### src/rtl/sst_pkg.sv
// ----------------------------------------------------------------------------
// sst_pkg
// Shared types and constants of the shader source tokenizer: lexer modes,
// token kinds, character codes and the result bundle passed between the
// front and the back.
// ----------------------------------------------------------------------------
package sst_pkg;

	// result queue depth in bundles
	localparam int QDepth = 4;
	localparam int QAw    = $clog2(QDepth);
	// at most three result items per source byte
	localparam int MaxRes = 3;

	typedef enum logic [3:0] {
		M_IDLE,
		M_SLASH,
		M_COMMENT,
		M_MACRO,
		M_LIT,
		M_IDENT,
		M_LT,
		M_GT,
		M_BAR,
		M_AMP,
		M_EQ
	} mode_t;

	// token kinds
	localparam logic [4:0] K_MACRO    = 5'd0;
	localparam logic [4:0] K_COMMA    = 5'd1;
	localparam logic [4:0] K_SEMI     = 5'd2;
	localparam logic [4:0] K_LPAREN   = 5'd3;
	localparam logic [4:0] K_RPAREN   = 5'd4;
	localparam logic [4:0] K_LBRACKET = 5'd5;
	localparam logic [4:0] K_RBRACKET = 5'd6;
	localparam logic [4:0] K_LBRACE   = 5'd7;
	localparam logic [4:0] K_RBRACE   = 5'd8;
	localparam logic [4:0] K_ADD      = 5'd9;
	localparam logic [4:0] K_SUB      = 5'd10;
	localparam logic [4:0] K_MUL      = 5'd11;
	localparam logic [4:0] K_DIV      = 5'd12;
	localparam logic [4:0] K_REM      = 5'd13;
	localparam logic [4:0] K_LTEQ     = 5'd14;
	localparam logic [4:0] K_LT       = 5'd15;
	localparam logic [4:0] K_GTEQ     = 5'd16;
	localparam logic [4:0] K_GT       = 5'd17;
	localparam logic [4:0] K_LOR      = 5'd18;
	localparam logic [4:0] K_BOR      = 5'd19;
	localparam logic [4:0] K_LAND     = 5'd20;
	localparam logic [4:0] K_BAND     = 5'd21;
	localparam logic [4:0] K_EQEQ     = 5'd22;
	localparam logic [4:0] K_ASSIGN   = 5'd23;
	localparam logic [4:0] K_TERNARY  = 5'd24;
	localparam logic [4:0] K_COLON    = 5'd25;
	localparam logic [4:0] K_DOT      = 5'd26;
	localparam logic [4:0] K_LIT      = 5'd27;
	localparam logic [4:0] K_IDENT    = 5'd28;

	// character codes
	localparam logic [7:0] C_NL    = 8'h0A;
	localparam logic [7:0] C_SLASH = 8'h2F;
	localparam logic [7:0] C_HASH  = 8'h23;
	localparam logic [7:0] C_F     = 8'h66;
	localparam logic [7:0] C_DOT   = 8'h2E;
	localparam logic [7:0] C_UNDER = 8'h5F;
	localparam logic [7:0] C_EQ    = 8'h3D;
	localparam logic [7:0] C_LT    = 8'h3C;
	localparam logic [7:0] C_GT    = 8'h3E;
	localparam logic [7:0] C_BAR   = 8'h7C;
	localparam logic [7:0] C_AMP   = 8'h26;

	// one result item without its run marker
	typedef struct packed {
		logic [4:0] kind;
		logic [7:0] text;
		logic       text_valid;
		logic       tok_end;
	} result_t;

	// all results of one source byte
	typedef struct packed {
		logic [1:0]                cnt;
		result_t [MaxRes-1:0]      res;
	} bundle_t;

	// queue status toward the top and the back
	typedef struct packed {
		logic           empty;
		logic           full;
		logic [QAw:0]   count;
	} q_status_t;

endpackage

### src/rtl/sst_front.sv
// ----------------------------------------------------------------------------
// sst_front
// Lexer front: holds the lexer mode and turns each accepted byte into a
// bundle of zero to three result items.
// ----------------------------------------------------------------------------
module sst_front (
	input  logic             clk,
	input  logic             arst_n,
	input  logic             accept,
	input  logic [7:0]       char_byte,
	input  logic             end_of_text,
	output sst_pkg::bundle_t bundle
);
	import sst_pkg::*;

	mode_t mode_q;
	mode_t mode_nxt;

	function automatic logic is_digit(input logic [7:0] c);
		return (c >= 8'h30) && (c <= 8'h39);
	endfunction

	function automatic logic is_alpha(input logic [7:0] c);
		return ((c >= 8'h61) && (c <= 8'h7A)) || ((c >= 8'h41) && (c <= 8'h5A));
	endfunction

	function automatic result_t mk(input logic [4:0] kind, input logic [7:0] text,
			input logic tv, input logic te);
		result_t r;
		r.kind       = kind;
		r.text       = text;
		r.text_valid = tv;
		r.tok_end    = te;
		return r;
	endfunction

	// single-byte punctuation lookup
	function automatic logic [5:0] single_kind(input logic [7:0] c);
		logic [5:0] r;
		r = '0;
		case (c)
			8'h2C:   r = {1'b1, K_COMMA};
			8'h3B:   r = {1'b1, K_SEMI};
			8'h28:   r = {1'b1, K_LPAREN};
			8'h29:   r = {1'b1, K_RPAREN};
			8'h5B:   r = {1'b1, K_LBRACKET};
			8'h5D:   r = {1'b1, K_RBRACKET};
			8'h7B:   r = {1'b1, K_LBRACE};
			8'h7D:   r = {1'b1, K_RBRACE};
			8'h2B:   r = {1'b1, K_ADD};
			8'h2D:   r = {1'b1, K_SUB};
			8'h2A:   r = {1'b1, K_MUL};
			8'h25:   r = {1'b1, K_REM};
			8'h3F:   r = {1'b1, K_TERNARY};
			8'h3A:   r = {1'b1, K_COLON};
			8'h2E:   r = {1'b1, K_DOT};
			default: r = '0;
		endcase
		return r;
	endfunction

	// per-byte lexing: mode step, fresh start, end-of-text flush
	always_comb begin
		logic [1:0]  n;
		logic        used;
		logic [7:0]  pb;
		logic [4:0]  kpair;
		logic [4:0]  ksingle;
		logic [5:0]  sk;
		result_t [MaxRes-1:0] res;

		n       = 2'd0;
		used    = 1'b0;
		pb      = C_EQ;
		kpair   = K_EQEQ;
		ksingle = K_ASSIGN;
		res     = '0;
		mode_nxt = M_IDLE;
		sk      = single_kind(char_byte);

		case (mode_q)
			M_COMMENT: begin
				mode_nxt = (char_byte == C_NL) ? M_IDLE : M_COMMENT;
				used = 1'b1;
			end
			M_MACRO: begin
				if (char_byte == C_NL) begin
					res[n] = mk(K_MACRO, 8'h00, 1'b0, 1'b1);
					mode_nxt = M_IDLE;
				end else begin
					res[n] = mk(K_MACRO, char_byte, 1'b1, 1'b0);
					mode_nxt = M_MACRO;
				end
				n = n + 2'd1;
				used = 1'b1;
			end
			M_LIT: begin
				if (is_digit(char_byte) || char_byte == C_DOT) begin
					res[n] = mk(K_LIT, char_byte, 1'b1, 1'b0);
					n = n + 2'd1;
					mode_nxt = M_LIT;
					used = 1'b1;
				end else if (char_byte == C_F) begin
					res[n] = mk(K_LIT, char_byte, 1'b1, 1'b0);
					n = n + 2'd1;
					res[n] = mk(K_LIT, 8'h00, 1'b0, 1'b1);
					n = n + 2'd1;
					used = 1'b1;
				end else begin
					res[n] = mk(K_LIT, 8'h00, 1'b0, 1'b1);
					n = n + 2'd1;
				end
			end
			M_IDENT: begin
				if (is_alpha(char_byte) || is_digit(char_byte) || char_byte == C_UNDER
						|| char_byte == C_DOT) begin
					res[n] = mk(K_IDENT, char_byte, 1'b1, 1'b0);
					mode_nxt = M_IDENT;
					used = 1'b1;
				end else begin
					res[n] = mk(K_IDENT, 8'h00, 1'b0, 1'b1);
				end
				n = n + 2'd1;
			end
			M_SLASH: begin
				if (char_byte == C_SLASH) begin
					mode_nxt = M_COMMENT;
					used = 1'b1;
				end else begin
					res[n] = mk(K_DIV, 8'h00, 1'b0, 1'b1);
					n = n + 2'd1;
				end
			end
			M_LT, M_GT, M_BAR, M_AMP, M_EQ: begin
				case (mode_q)
					M_LT:    begin pb = C_EQ;  kpair = K_LTEQ; ksingle = K_LT;   end
					M_GT:    begin pb = C_EQ;  kpair = K_GTEQ; ksingle = K_GT;   end
					M_BAR:   begin pb = C_BAR; kpair = K_LOR;  ksingle = K_BOR;  end
					M_AMP:   begin pb = C_AMP; kpair = K_LAND; ksingle = K_BAND; end
					default: begin pb = C_EQ;  kpair = K_EQEQ; ksingle = K_ASSIGN; end
				endcase
				used = (char_byte == pb);
				res[n] = mk(used ? kpair : ksingle, 8'h00, 1'b0, 1'b1);
				n = n + 2'd1;
			end
			default: begin
				mode_nxt = M_IDLE;
			end
		endcase

		// byte not taken by the pending token starts afresh
		if (!used) begin
			mode_nxt = M_IDLE;
			if (sk[5]) begin
				res[n] = mk(sk[4:0], 8'h00, 1'b0, 1'b1);
				n = n + 2'd1;
			end else if (char_byte == C_SLASH) begin
				mode_nxt = M_SLASH;
			end else if (char_byte == C_HASH) begin
				mode_nxt = M_MACRO;
			end else if (char_byte == C_LT) begin
				mode_nxt = M_LT;
			end else if (char_byte == C_GT) begin
				mode_nxt = M_GT;
			end else if (char_byte == C_BAR) begin
				mode_nxt = M_BAR;
			end else if (char_byte == C_AMP) begin
				mode_nxt = M_AMP;
			end else if (char_byte == C_EQ) begin
				mode_nxt = M_EQ;
			end else if (is_digit(char_byte)) begin
				res[n] = mk(K_LIT, char_byte, 1'b1, 1'b0);
				n = n + 2'd1;
				mode_nxt = M_LIT;
			end else if (is_alpha(char_byte) || char_byte == C_UNDER) begin
				res[n] = mk(K_IDENT, char_byte, 1'b1, 1'b0);
				n = n + 2'd1;
				mode_nxt = M_IDENT;
			end
		end

		// end of text flushes any pending token
		if (end_of_text) begin
			case (mode_nxt)
				M_SLASH: begin res[n] = mk(K_DIV,    8'h00, 1'b0, 1'b1); n = n + 2'd1; end
				M_LT:    begin res[n] = mk(K_LT,     8'h00, 1'b0, 1'b1); n = n + 2'd1; end
				M_GT:    begin res[n] = mk(K_GT,     8'h00, 1'b0, 1'b1); n = n + 2'd1; end
				M_BAR:   begin res[n] = mk(K_BOR,    8'h00, 1'b0, 1'b1); n = n + 2'd1; end
				M_AMP:   begin res[n] = mk(K_BAND,   8'h00, 1'b0, 1'b1); n = n + 2'd1; end
				M_EQ:    begin res[n] = mk(K_ASSIGN, 8'h00, 1'b0, 1'b1); n = n + 2'd1; end
				M_MACRO: begin res[n] = mk(K_MACRO,  8'h00, 1'b0, 1'b1); n = n + 2'd1; end
				M_LIT:   begin res[n] = mk(K_LIT,    8'h00, 1'b0, 1'b1); n = n + 2'd1; end
				M_IDENT: begin res[n] = mk(K_IDENT,  8'h00, 1'b0, 1'b1); n = n + 2'd1; end
				default: begin end
			endcase
			mode_nxt = M_IDLE;
		end

		bundle.cnt = n;
		bundle.res = res;
	end

	// lexer mode register
	always_ff @(posedge clk or negedge arst_n) begin
		if (!arst_n) begin
			mode_q <= M_IDLE;
		end else if (accept) begin
			mode_q <= mode_nxt;
		end
	end

endmodule

### src/rtl/sst_queue.sv
// ----------------------------------------------------------------------------
// sst_queue
// Short queue of result bundles between the lexer front and the output back.
// ----------------------------------------------------------------------------
module sst_queue (
	input  logic                clk,
	input  logic                arst_n,
	input  logic                push,
	input  sst_pkg::bundle_t    push_data,
	input  logic                pop,
	output sst_pkg::bundle_t    head,
	output sst_pkg::q_status_t  status
);
	import sst_pkg::*;

	bundle_t          mem_q [QDepth];
	logic [QAw-1:0]   wr_ptr_q;
	logic [QAw-1:0]   rd_ptr_q;
	logic [QAw:0]     count_q;

	// bundle storage
	always_ff @(posedge clk) begin
		if (push) begin
			mem_q[wr_ptr_q] <= push_data;
		end
	end

	// pointers and fill count
	always_ff @(posedge clk or negedge arst_n) begin
		if (!arst_n) begin
			wr_ptr_q <= '0;
			rd_ptr_q <= '0;
			count_q  <= '0;
		end else begin
			if (push) begin
				wr_ptr_q <= wr_ptr_q + 1'b1;
			end
			if (pop) begin
				rd_ptr_q <= rd_ptr_q + 1'b1;
			end
			if (push && !pop) begin
				count_q <= count_q + 1'b1;
			end else if (pop && !push) begin
				count_q <= count_q - 1'b1;
			end
		end
	end

	assign head         = mem_q[rd_ptr_q];
	assign status.empty = (count_q == '0);
	assign status.full  = (count_q == (QAw+1)'(QDepth));
	assign status.count = count_q;

endmodule

### src/rtl/sst_back.sv
// ----------------------------------------------------------------------------
// sst_back
// Output back: walks the head bundle into the output register, one result
// item per cycle while out_ready allows, and marks each byte's last item.
// ----------------------------------------------------------------------------
module sst_back (
	input  logic                clk,
	input  logic                arst_n,
	input  sst_pkg::bundle_t    head,
	input  sst_pkg::q_status_t  status,
	output logic                pop,
	output logic [1:0]          idx,
	output logic                out_valid,
	input  logic                out_ready,
	output logic [4:0]          token_kind,
	output logic [7:0]          text_byte,
	output logic                text_valid,
	output logic                token_end,
	output logic                run_last
);
	import sst_pkg::*;

	logic [1:0]  idx_q;
	logic        out_valid_q;
	logic        load;
	logic        last;
	result_t     cur;
	result_t     res_q;
	logic        run_last_q;

	// pick the current item of the head bundle
	always_comb begin
		cur  = head.res[idx_q];
		last = (idx_q == head.cnt - 2'd1);
		load = !status.empty && (!out_valid_q || out_ready);
		pop  = load && last;
	end

	// item index within the head bundle
	always_ff @(posedge clk or negedge arst_n) begin
		if (!arst_n) begin
			idx_q       <= '0;
			out_valid_q <= 1'b0;
		end else begin
			if (load) begin
				idx_q <= last ? 2'd0 : idx_q + 2'd1;
			end
			if (load) begin
				out_valid_q <= 1'b1;
			end else if (out_ready) begin
				out_valid_q <= 1'b0;
			end
		end
	end

	// output payload register
	always_ff @(posedge clk) begin
		if (load) begin
			res_q      <= cur;
			run_last_q <= last;
		end
	end

	assign idx        = idx_q;
	assign out_valid  = out_valid_q;
	assign token_kind = res_q.kind;
	assign text_byte  = res_q.text;
	assign text_valid = res_q.text_valid;
	assign token_end  = res_q.tok_end;
	assign run_last   = run_last_q;

endmodule

### src/rtl/shader_source_tokenizer.sv
// ----------------------------------------------------------------------------
// shader_source_tokenizer
// Streaming lexer for C-like shader source: bytes in, token items out.
//
// Input channel (in_valid/in_ready): one source byte per item, with
// end_of_text on the final byte, which flushes any pending token.
// Output channel (out_valid/out_ready): one token item per transfer. Text
// tokens come as one item per byte and then an end item; punctuation is one
// item. run_last marks the last item caused by one input byte.
// An accepted byte's bundle is written into the result queue, and its first
// item then passes through the output register. A byte is accepted every
// cycle while the result queue has room; each byte produces zero to three
// items, the output side sends one item per cycle while out_ready is high,
// and a four-bundle queue absorbs bytes that give two or three items.
// When the receiver stalls, the output item holds, the queue fills, and
// in_ready drops once it holds four bundles.
// Reset: the lexer returns to idle with no pending token, the queue empties
// and no output item is valid.
// ----------------------------------------------------------------------------
module shader_source_tokenizer (
	input  logic        clk,
	input  logic        arst_n,
	input  logic        in_valid,
	output logic        in_ready,
	input  logic [7:0]  char_byte,
	input  logic        end_of_text,
	output logic        out_valid,
	input  logic        out_ready,
	output logic [4:0]  token_kind,
	output logic [7:0]  text_byte,
	output logic        text_valid,
	output logic        token_end,
	output logic        run_last
);
	import sst_pkg::*;

	logic       accept;
	logic       push;
	logic       pop;
	logic [1:0] idx;
	bundle_t    bundle;
	bundle_t    head;
	q_status_t  status;

	// input handshake: take a byte whenever a bundle slot is free
	assign in_ready = !status.full;
	assign accept   = in_valid && in_ready;
	assign push     = accept && (bundle.cnt != 2'd0);

	// lexer front
	sst_front u_front (
		.clk         (clk),
		.arst_n      (arst_n),
		.accept      (accept),
		.char_byte   (char_byte),
		.end_of_text (end_of_text),
		.bundle      (bundle)
	);

	// bundle queue
	sst_queue u_queue (
		.clk       (clk),
		.arst_n    (arst_n),
		.push      (push),
		.push_data (bundle),
		.pop       (pop),
		.head      (head),
		.status    (status)
	);

	// output back
	sst_back u_back (
		.clk        (clk),
		.arst_n     (arst_n),
		.head       (head),
		.status     (status),
		.pop        (pop),
		.idx        (idx),
		.out_valid  (out_valid),
		.out_ready  (out_ready),
		.token_kind (token_kind),
		.text_byte  (text_byte),
		.text_valid (text_valid),
		.token_end  (token_end),
		.run_last   (run_last)
	);

`ifndef SYNTHESIS
	// queue fill never passes its depth
	a_count_range: assert property (@(posedge clk) disable iff (!arst_n)
		status.count <= (QAw+1)'(QDepth))
		else $error("bundle queue overfilled");

	// a queued bundle always holds at least one item
	a_head_nonempty: assert property (@(posedge clk) disable iff (!arst_n)
		!status.empty |-> head.cnt != 2'd0)
		else $error("empty bundle in queue");

	// the back never walks past the items of the head bundle
	a_idx_range: assert property (@(posedge clk) disable iff (!arst_n)
		!status.empty |-> idx < head.cnt)
		else $error("item index beyond bundle");

	// every item either carries text or closes a token
	a_text_or_end: assert property (@(posedge clk) disable iff (!arst_n)
		out_valid |-> text_valid != token_end)
		else $error("item neither text nor token end");
`endif

endmodule
### config.mk
export PLATFORM = sky130hd
export DESIGN_NAME = shader_source_tokenizer
export DESIGN_NICKNAME = d
export VERILOG_FILES = /design/src/rtl/sst_pkg.sv /design/src/rtl/sst_front.sv /design/src/rtl/sst_queue.sv /design/src/rtl/sst_back.sv /design/src/rtl/shader_source_tokenizer.sv
export SDC_FILE = /design/constraint.sdc
export NUM_CORES = 1
export LEC_CHECK = 0
export BUFFER_PORTS_ARGS = -buffer_cell sky130_fd_sc_hd__buf_4
export CAP_MARGIN = 20
export CORE_ASPECT_RATIO = 0.75
export CORE_UTILIZATION = 45
export CTS_BUF_LIST = sky130_fd_sc_hd__clkbuf_4
export DETAILED_ROUTE_END_ITERATION = 10
export PLACE_DENSITY = 0.6
export SYNTH_ARGS = -nofsm -noshare
export SYNTH_HDL_FRONTEND = slang
export SYNTH_SLANG_ARGS = --single-unit
### constraint.sdc
create_clock -name clk -period 7.45 [get_ports clk]
set_input_delay 0.745 -clock clk [delete_from_list [all_inputs] [get_ports clk]]
set_output_delay 0.745 -clock clk [all_outputs]
set_load 0.02 [all_outputs]
==> metrics <==
status finished, final reports clean; Distinct cells, synth 82; Least-Margin Pin Slew 1164 ps; Slowest cell on crit path and2_2; hold path depth 2; cell family with the largest share of critical-path delay simple AND/OR/NAND/NOR gates; Total Neg Setup Slack 0 ps; register area share after synthesis 63.09%; final period utilization 65.41%; critical setup path kind flop to flop; vias per inst 5.796; R2R cell count 10; DRT Pass-1 Iters 5; synthesized area per cell 15.01 um2; I/O pin cnt 31; Clock Path Buffers 3; GRT busiest layer met1; global-route wire length before repair 36,360 um; Mapped Cells 684; Tmin final 4873 ps; Synth warnings 0; Vias 6,260; GPL Wtd Cong 0.9186; number of buffers created by CTS 52; Final setup violation count 0; worst path required time 7760 ps; Most common cell on crit path ha_1; share of layout cells above drive strength 1 24.97%; area grow syn2layout 11.23%; Final ANT Viol Nets 0; crit path max fanout 36; met2 Usage GRT 30.18%; Critical Path Stages 10; number of global-route vias before repair 6,338; Fin. Hold Viols 0; full die area 0.02343 mm2; Buf+Inv Stages, Crit Path 2; initial antenna violation count 1; multi-input logic area 0.003498 mm2; Nets 768; Max Clock Skew 45.87 ps; Tot GR Track Use 20.73%; Max Slew Vio Count 0; Max Clk Rate 0.2052 GHz; dpl hpwl 15,350 um; total gr overflow 0; Seq cells post-synth 218; met3 usage 4.195%; TritonCTS clock tree built; EDFF count, synth 204; RSZ-0062 raised after global routing no; Port Buffers 30; H-tree Lvls 2; Power Dens Cells 336.0 mW/mm2; DRC 0; Initial Util 46.18%; Core Region 0.02223 mm2; clock sinks 218; Seq. cell area 0.006481 mm2; commonest non-fill, non-tap cells in the layout edfxtp_1, clkbuf_4, mux4_2; met1 usage 30.74%; startpoint types flop; Layout fillers 1,892; CP arrival 5180 ps; commonest non-fill, non-tap cell in the layout edfxtp_1; Total Power 0.003836 W; mapped cell area 0.01026 mm2; Worst-Skew Late Latency 660 ps; WHS 322.4 ps; CP cell instances nor2b_1 > nand2b_1 > nor4_2 > inv_1 > ha_1 > o21a_1 > ha_1 > a311oi_4 > and2_2 > buf_4; largest net degree at the start of global routing 50; Slew HR 21.39%; fraction of registers with async set/reset 6.422%; ys flop type edfxtp_1; Die X-Extent 176.4 um; CP Capture Type flop; Root Driver clkbuf_4; Lkg Pwr 4.025 nW; FF-to-FF Start u_front.mode_q[2]$_DFFE_PN0P_; hold path start out_ready; VDD IR max 0.0001955 V; Max stage delay on crit path 900 ps; Max-Cap Viols 0; CTS clk-pin slew, worst paths 60 ps; DRT iter0 DRCs 533; Worst Hold Class input port to flop; num rows 47; Die Y 132.8 um; CP startpoint u_front.mode_q[2]$_DFFE_PN0P_; routed wire length 23,330 um; Avg WL per Cell 21.60 um
==> where the power goes <==
part / total, W / internal, W / switching (W)
clock network: 0.000898 / 0.000440 / 0.000458
logic: 0.00117 / 0.000536 / 0.000636
registers: 0.00177 / 0.00162 / 0.000146
==> area by class of cell <==
| class | instances | area share [%] |
|---|---|---|
| tap | 294 | 3.222 |
| antenna | 1 | 0.02192 |
| multi-input combinational | 396 | 30.64 |
| clock buffer | 69 | 4.537 |
| inverter | 35 | 1.151 |
| sequential | 218 | 56.77 |
| timing repair buffer | 40 | 2.630 |
| clock inverter | 27 | 1.030 |
==> synthesized netlist by cell type, types with 14 or more instances <==
master / number / area share (%)
a21oi_1: 15 / 0.73
nand3_1: 14 / 0.68
inv_1: 35 / 1.3
nand2b_1: 14 / 0.85
mux2i_1: 18 / 1.8
mux4_2: 47 / 10
and2_1: 28 / 1.7
clkbuf_1: 17 / 0.62
dfrtp_1: 14 / 3.4
nor2_1: 22 / 0.80
edfxtp_1: 204 / 60
o21ai_0: 17 / 0.83
nand2_1: 39 / 1.4
o22ai_1: 18 / 1.1
==> per-stage QoR <==
step	std cells	util [%]	setup WS, ps	instance area [um2]
after floorplan	691	-	2574	10290
after global placement	981	48.42	2218	10760
after detailed placement	981	48.42	2128	10760
after CTS	1078	51.33	2512	11410
after global routing	1080	51.36	2225	11420
final	1080	51.36	2577	11420
==> worst reg2reg max path, cell delays in order, from the launching register on <==
cell	delay, ps
dfrtp_1	620
nor2b_1	300
nand2b_1	170
nor4_2	680
inv_1	190
ha_1	330
o21a_1	240
ha_1	350
a311oi_4	390
and2_2	900
buf_4	390
==> layer usage <==
layer  part of all wire (%)  up-vias
li1                       -     2836
met1                     48     3141
met2                     44      237
met3                    6.4       46
met4                    2.3        0
met5                      0        -
==> timing repair <==
action,CTS,global route
gates resized for setup,0,0
hold buffers,1,0
endpoints found under the hold margin,14,0
setup buffers,0,0
==> flip-flops by register name, indices dropped and copies added, names as in the netlist <==
register / cells
u_queue.mem_q: 188
u_back.text_byte: 8
u_back.token_kind: 5
u_front.mode_q: 4
u_queue.count_q: 3
u_back.idx: 2
u_queue.rd_ptr_q: 2
u_queue.wr_ptr_q: 2
u_back.out_valid: 1
u_back.run_last: 1
u_back.text_valid: 1
u_back.token_end: 1
==> final timing paths <==
check | end | slack, ps
worst max register to register | u_queue.mem_q[2][16]$_DFFE_PP_ | 2580
worst min register to register | u_queue.count_q[2]$_DFFE_PN0P_ | 500
min in group asynchronous | u_back.idx[1]$_DFFE_PN0P_ | 490
max in group asynchronous | u_queue.rd_ptr_q[0]$_DFFE_PN0P_ | 6730
worst max-delay path | u_queue.mem_q[2][16]$_DFFE_PP_ | 2580
worst min-delay path | u_back.out_valid$_DFFE_PN0P_ | 320
==> cells by family after synthesis <==
logic type,synth area share (%)
and+or+nand+nor,9.885
other,0.03653
buffers and inverters,3.169
xor gates and xnor gates,1.292
muxes,12.32
DFF,63.09
adders and majority gates,1.536
AOI/OAI and AO/OA,8.667
Power figures use the tool's default switching activity.
